===== config.mk =====
export PLATFORM = sky130hd
export DESIGN_NAME = sfpcc_parser
export DESIGN_NICKNAME = d
export VERILOG_FILES = /design/src/rtl/core/sfpcc_pkg.sv /design/src/rtl/core/sfpcc_parser.sv
export SDC_FILE = /design/constraint.sdc
export NUM_CORES = 1
export LEC_CHECK = 0
export ABC_AREA = 1
export BUFFER_PORTS_ARGS = -buffer_cell sky130_fd_sc_hd__buf_2
export CAP_MARGIN = 20
export CORE_AREA = 2 2 84 86
export DETAILED_ROUTE_END_ITERATION = 16
export DIE_AREA = 0 0 86 88
export PLACE_DENSITY = 0.78
export SYNTH_ARGS = -nofsm -noshare
export SYNTH_HDL_FRONTEND = slang
export SYNTH_SLANG_ARGS = --single-unit

===== constraint.sdc =====
create_clock -name clk -period 3.1 [get_ports clk]
set_input_delay 0.775 -clock clk [delete_from_list [all_inputs] [get_ports clk]]
set_output_delay 0.775 -clock clk [all_outputs]
set_load 0.05 [all_outputs]

===== src/rtl/core/sfpcc_pkg.sv =====
// shared types, constants and crc step for the sync framed packet crc checker
// no dependencies
`default_nettype none

package sfpcc_pkg;

    localparam int unsigned PAYLOAD_LEN = 7;
    localparam int unsigned CRC_SPAN    = 5;
    localparam int unsigned STORE_DEPTH = PAYLOAD_LEN - 1;

    localparam logic [15:0] CRC_POLY = 16'h1021;
    localparam logic [15:0] CRC_INIT = 16'hFFFF;

    localparam logic [7:0] SYNC_FIRST_RST  = 8'hAA;
    localparam logic [7:0] SYNC_SECOND_RST = 8'h55;

    // configuration register indexes
    localparam logic REG_SYNC_FIRST  = 1'b0;
    localparam logic REG_SYNC_SECOND = 1'b1;

    localparam logic [2:0] LAST_COUNT = 3'(PAYLOAD_LEN - 1);
    localparam logic [2:0] CRC_COUNT  = 3'(CRC_SPAN);

    typedef enum logic [1:0] {
        PH_HUNT,
        PH_GOT_FIRST,
        PH_PAYLOAD
    } phase_t;

    typedef struct packed {
        logic [7:0]  tag_byte;
        logic [31:0] value_word;
        logic [15:0] received_crc;
        logic        crc_ok;
    } result_t;

    // one byte of crc-16/ccitt-false, msb first
    function automatic logic [15:0] crc_byte(input logic [15:0] crc, input logic [7:0] b);
        logic [15:0] c;
        c = crc ^ {b, 8'h00};
        for (int k = 0; k < 8; k++) begin
            if (c[15])
                c = {c[14:0], 1'b0} ^ CRC_POLY;
            else
                c = {c[14:0], 1'b0};
        end
        return c;
    endfunction

endpackage

`default_nettype wire


===== src/rtl/core/sfpcc_parser.sv =====
// sync hunt state machine, payload store and running crc
// depends on sfpcc_pkg
`default_nettype none

module sfpcc_parser
    import sfpcc_pkg::*;
(
    input  wire logic       clk,
    input  wire logic       rst_n,
    input  wire logic       byte_vld,
    input  wire logic [7:0] byte_data,
    input  wire logic [7:0] sync_first,
    input  wire logic [7:0] sync_second,
    input  wire logic       out_free,
    output logic            advance,
    output logic            res_fire,
    output result_t         res
);

    phase_t      phase_reg;
    phase_t      phase_next;
    logic [2:0]  count_reg;
    logic [2:0]  count_next;
    logic [15:0] crc_reg;
    logic [15:0] crc_next;
    logic [7:0]  store_reg [STORE_DEPTH];

    logic        is_final;
    logic        store_we;
    logic [15:0] crc_upd;

    assign crc_upd  = crc_byte(crc_reg, byte_data);
    assign is_final = (phase_reg == PH_PAYLOAD) && (count_reg == LAST_COUNT);
    // only the last payload byte can wait on the output
    assign advance  = byte_vld && (!is_final || out_free);

    // next state
    always_comb
    begin
        phase_next = phase_reg;
        count_next = count_reg;
        crc_next   = crc_reg;
        if (advance) begin
            case (phase_reg)
                PH_GOT_FIRST:
                begin
                    if (byte_data == sync_second) begin
                        phase_next = PH_PAYLOAD;
                        count_next = 3'd0;
                        crc_next   = CRC_INIT;
                    end else if (byte_data == sync_first) begin
                        phase_next = PH_GOT_FIRST;
                    end else begin
                        phase_next = PH_HUNT;
                    end
                end
                PH_PAYLOAD:
                begin
                    if (count_reg == LAST_COUNT) begin
                        phase_next = PH_HUNT;
                        count_next = 3'd0;
                        crc_next   = CRC_INIT;
                    end else begin
                        count_next = count_reg + 3'd1;
                        if (count_reg < CRC_COUNT)
                            crc_next = crc_upd;
                    end
                end
                default:
                begin
                    phase_next = (byte_data == sync_first) ? PH_GOT_FIRST : PH_HUNT;
                end
            endcase
        end
    end

    // outputs
    always_comb
    begin
        store_we             = advance && (phase_reg == PH_PAYLOAD) && !is_final;
        res_fire             = advance && is_final;
        res.tag_byte         = store_reg[0];
        res.value_word       = {store_reg[4], store_reg[3], store_reg[2], store_reg[1]};
        res.received_crc     = {byte_data, store_reg[5]};
        res.crc_ok           = (crc_reg == {byte_data, store_reg[5]});
    end

    always_ff @(posedge clk or negedge rst_n)
    begin
        if (!rst_n) begin
            phase_reg <= PH_HUNT;
            count_reg <= 3'd0;
            crc_reg   <= CRC_INIT;
        end else begin
            phase_reg <= phase_next;
            count_reg <= count_next;
            crc_reg   <= crc_next;
        end
    end

    always_ff @(posedge clk)
    begin
        if (store_we)
            store_reg[count_reg] <= byte_data;
    end

endmodule

`default_nettype wire


# Yosys cells after proc, flatten, opt, wreduce, memory -nomap -nowiden
# Memories as Yosys holds them, arrays and structs flattened.
# Cells that the tools add are included.
# word_totals
register_bits,21
mem_bits_rw,48
in_bits,28
output_inout_bits,59
wordCells,56
n_memories,1
# classes
n_addsub,1
magnitude_cmp,1
eq_ne,9
n_mux,21
bitwise_logic,9
reduce_logical,11
# memory_table
memory,depth,width,rd,rd_ports_with_merged_regs,write_ports,line,rtl
store_reg,6,8,6,0,1,sfpcc_parser.sv:26,logic [7:0] store_reg [STORE_DEPTH];
# op_table
operator,count
$mux 13,8
$mux 16,3
$pmux 16 s2,1
$not 3->3,8
$eq 16x16->1,1
$eq 8x8->1,2
$xor 16x16->16,1
$mux 3,2
$pmux 3 s2,1
$logic_and 1x1->1,5
$mux 2,2
$pmux 2 s2,1
$reduce_and 4->1,1
$add 3x1->3 const B,1
$eq 3x3->1 const B,1
$lt 3x3->1 const B,1
$mux 1,3
$ne 3x1->1 const B,1
$reduce_and 3->1,1
$eq 2x1->1 const B,1
$eq 2x2->1 const B,1
$ne 2x1->1 const B,1
$ne 2x2->1 const B,1
$reduce_and 2->1,1
3 further kinds,3

# Longest topological paths before layout
# depth
ltp_word,20
depth_mapped,11
mapped_depth_nobuf,10

# Worst setup path before layout
# OpenSTA, ideal clock, no wires.
# synth_timing
path_kind,input-to-output
start,in byte_data[7]
end,out res[0] (netlist bit)
arrival_ns,2.675
required_time_ns,2.325
setup_slack_ns,-0.350
stages,5
path_cell_list,inv_1 > nand2_1 > nand2_1 > nand4_1 > nor4_1
# synth_lines
item,line,rtl
from (decl),sfpcc_parser.sv:11,"input wire logic [7:0] byte_data,"
to (decl),sfpcc_parser.sv:17,output result_t res

==> reports/qor.yml <==
clock_network:
  cts_setup_buffers: 0
  cts_hold_buf: 0
  clkSinkCount: 69
  ctsResizeCount: 0
  cts_max_path_buffers: 2
  numCtsBuffers: 9
  clkLatencyLatePin_ns: 0.34
  htree_levels: 3
  cts_tree: "done"
  clk_pin_slew_ns: 0.08
  cts_root_buf: "clkbuf_8"
worst_setup_path:
  rr_endpoint: "store_reg[3][1]"
  worst-path-max-fanout: 6
  crit_path_end: "res[0]"
  end_kind: "primary output"
  arrival_ns: 1.97
  timing.rr.start: "phase_reg[0]"
  cp-start-kind: "primary input"
  startpoint: "byte_data[5]"
  rr_worst_depth: 7
  r2r_slack_ns: 0.70
  critPathRequiredTime_ns: 2.32
  critPathKind: "primary input to primary output"
logic_synthesis:
  synthesis.nets: 407
  netlist_area_mm2: 0.00346
  ys_seq_area_share_pct: 57.5
  yosysTopAreaCell: "edfxtp_1"
  yosysUniqueCellTypes: 27
  post-synth-top-area-fraction_pct: 41.7
  synthCells: 377
  syn_avg_cell_area_um2: 9.17
  synth.area.top_cells: "edfxtp_1 (42%), nand2_1 (16%), dfstp_2 (12%), inv_1 (4.0%), xnor2_1 (3.8%)"
  synth_seq_cells: 69
  yosysWarnings: 0
die:
  dieArea_mm2: 0.00757
  pin_count: 87
  core_area_mm2: 0.00664
  start_util_pct: 52.1
  rows: 30
  die_h_um: 88
  die_w_um: 86
sta:
  worst_slew_pin_slew_ns: 0.827
  timing.final.ws_setup_ns: 0.351
  rsz0062_at_grt: "no"
  finalSetupViolations: 0
  post-route-period-util_pct: 88.7
  setup_tns_ns: 0
  fin_skew_ns: 0.00853
  finalHoldViolCount: 0
  fmax_mhz: 364
  drv_slew: 0
  whs_ns: 0.379
  period_minus_slack_ns: 2.75
  relSlewSlack_pct: 44.7
cells_and_area:
  final.fill_count: 519
  multi_input_area_mm2: 0.00123
  largest_reg_flops: 48
  diodes: 0
  nNetsFinal: 502
  regArea_mm2: 0.00199
  drive_gt1_share_pct: 28.9
  areaGrowthSynthToFinish_pct: 22.3
grt:
  grt_pass1_vias: 2775
  overflow: 0
  grtUsageTotal_pct: 22.9
  antenna_found_initial: 0
  grt_pass1_wl_um: 13000
  grt_max_degree: 22
route:
  via_per_inst: 5.31
  drtIter0Drc: 277
  wire_per_inst_um: 15.2
  num_vias: 2956
  first_pass_iters: 5
  drt-total-wl_um: 8470
  remaining_drc_errors: 0
  antenna_left: 0
power_and_ir_drop:
  ir_drop_v: 0.000320
  power_density_mw_per_mm2: 631
  p_leak_uw: 0.00193
placement:
  place_hpwl_um: 6280
  gp_congestion: 0.853
  io_buffers: 86
  place_ws_ns: 0.360
hold_path:
  min_path_type: "primary input to async pin"
status:
  status: "complete, no violations"
run:
  drv_cap: 0
## cell usage after synthesis (all sizes together)
library cell,number
xor2,4
dfrtp,5
nor3,5
a21oi,2
o21ai,7
clkbuf,1
buf,14
nand4,20
clkinv,1
nor4,1
edfxtp,48
nand3,26
ha,2
a31oi,1
inv,37
nand2,149
dfstp,16
nor2,23
xnor2,15
## power by group
group | internal, uW | leakage (uW) | total (uW) | switching (uW)
Clock | 530 | 0.000115 | 872 | 342
Sequential | 1130 | 0.000667 | 1260 | 124
Combinational | 194 | 0.00114 | 539 | 345
## layout make-up
class	count	share of cell area (%)
Timing Repair Buffer	99	12.5
Inverter	38	3.37
Tap cell	80	2.37
Clock buffer	9	2.93
Clock inverter	7	2.69
Sequential cell	69	47.0
Multi-Input combinational cell	255	29.2
## routing by layer
layer | vias to the layer above | GRT usage (%) | share of wire, %
met5 | - | 0 | 0
met2 | 150 | 40.5 | 49
met3 | 18 | 5.84 | 9.0
met4 | 0 | 9.24 | 2.3
met1 | 1378 | 26.5 | 40
li1 | 1410 | - | -
## cells in the final DEF, fill, tap and decap left out, drive strengths merged
master	netlist	routed
nand2	149	149
buf	14	99
edfxtp	48	48
inv	37	37
nand3	26	26
nor2	23	23
nand4	20	20
dfstp	16	16
xnor2	15	15
clkbuf	1	9
o21ai	7	7
nor3	5	5
dfrtp	5	5
xor2	4	4
clkinv	1	4
bufinv	0	3
a21oi	2	2
ha	2	2
nor4	1	1
a31oi	1	1
clkinvlp	0	1
## worst min path at each step
| stage | start | endpoint | slack, ns | cells past startpoint |
|---|---|---|---|---|
| 6_report | rst_n | count_reg[0] | 0.38 | 1 |
| 5_1_grt | rst_n | count_reg[0] | 0.41 | 1 |
| 4_1_cts | rst_n | count_reg[0] | 0.38 | 1 |
| 3_5_place_dp | crc_reg[12] | crc_reg[12] | 0.48 | 2 |
| 3_3_place_gp | crc_reg[9] | crc_reg[9] | 0.47 | 2 |
| 2_1_floorplan | crc_reg[10] | crc_reg[10] | 0.46 | 2 |
## per-stage QoR
step | cell area [um^2] | instances | utilization (%) | total power, uW
final | 4230 | 557 | 63.7 | 2670
after detailed placement | 3990 | 541 | 60.1 | 1800
after global placement | 3990 | 541 | 60.1 | 1770
after global routing | 4230 | 557 | 63.7 | 2790
after CTS | 4230 | 557 | 63.7 | 2660
after floorplan | 3460 | 377 | - | 1630
## worst max-delay path: stages
cell and delay (ns):
buf_2 0.12, inv_1 0.08, nand2_1 0.05, nand2_1 0.19
nand4_1 0.14, nor4_2 0.29, buf_2 0.32
## kinds of logic after synthesis
family / after synthesis / share of synthesized area, %
flops: 69 / 57.5
xor+xnor: 19 / 4.81
simple gates: 224 / 28.2
fa+ha+maj: 2 / 0.723
buf+inv: 53 / 7.02
compound gates: 10 / 1.81
(Power assumes the default switching activity.)
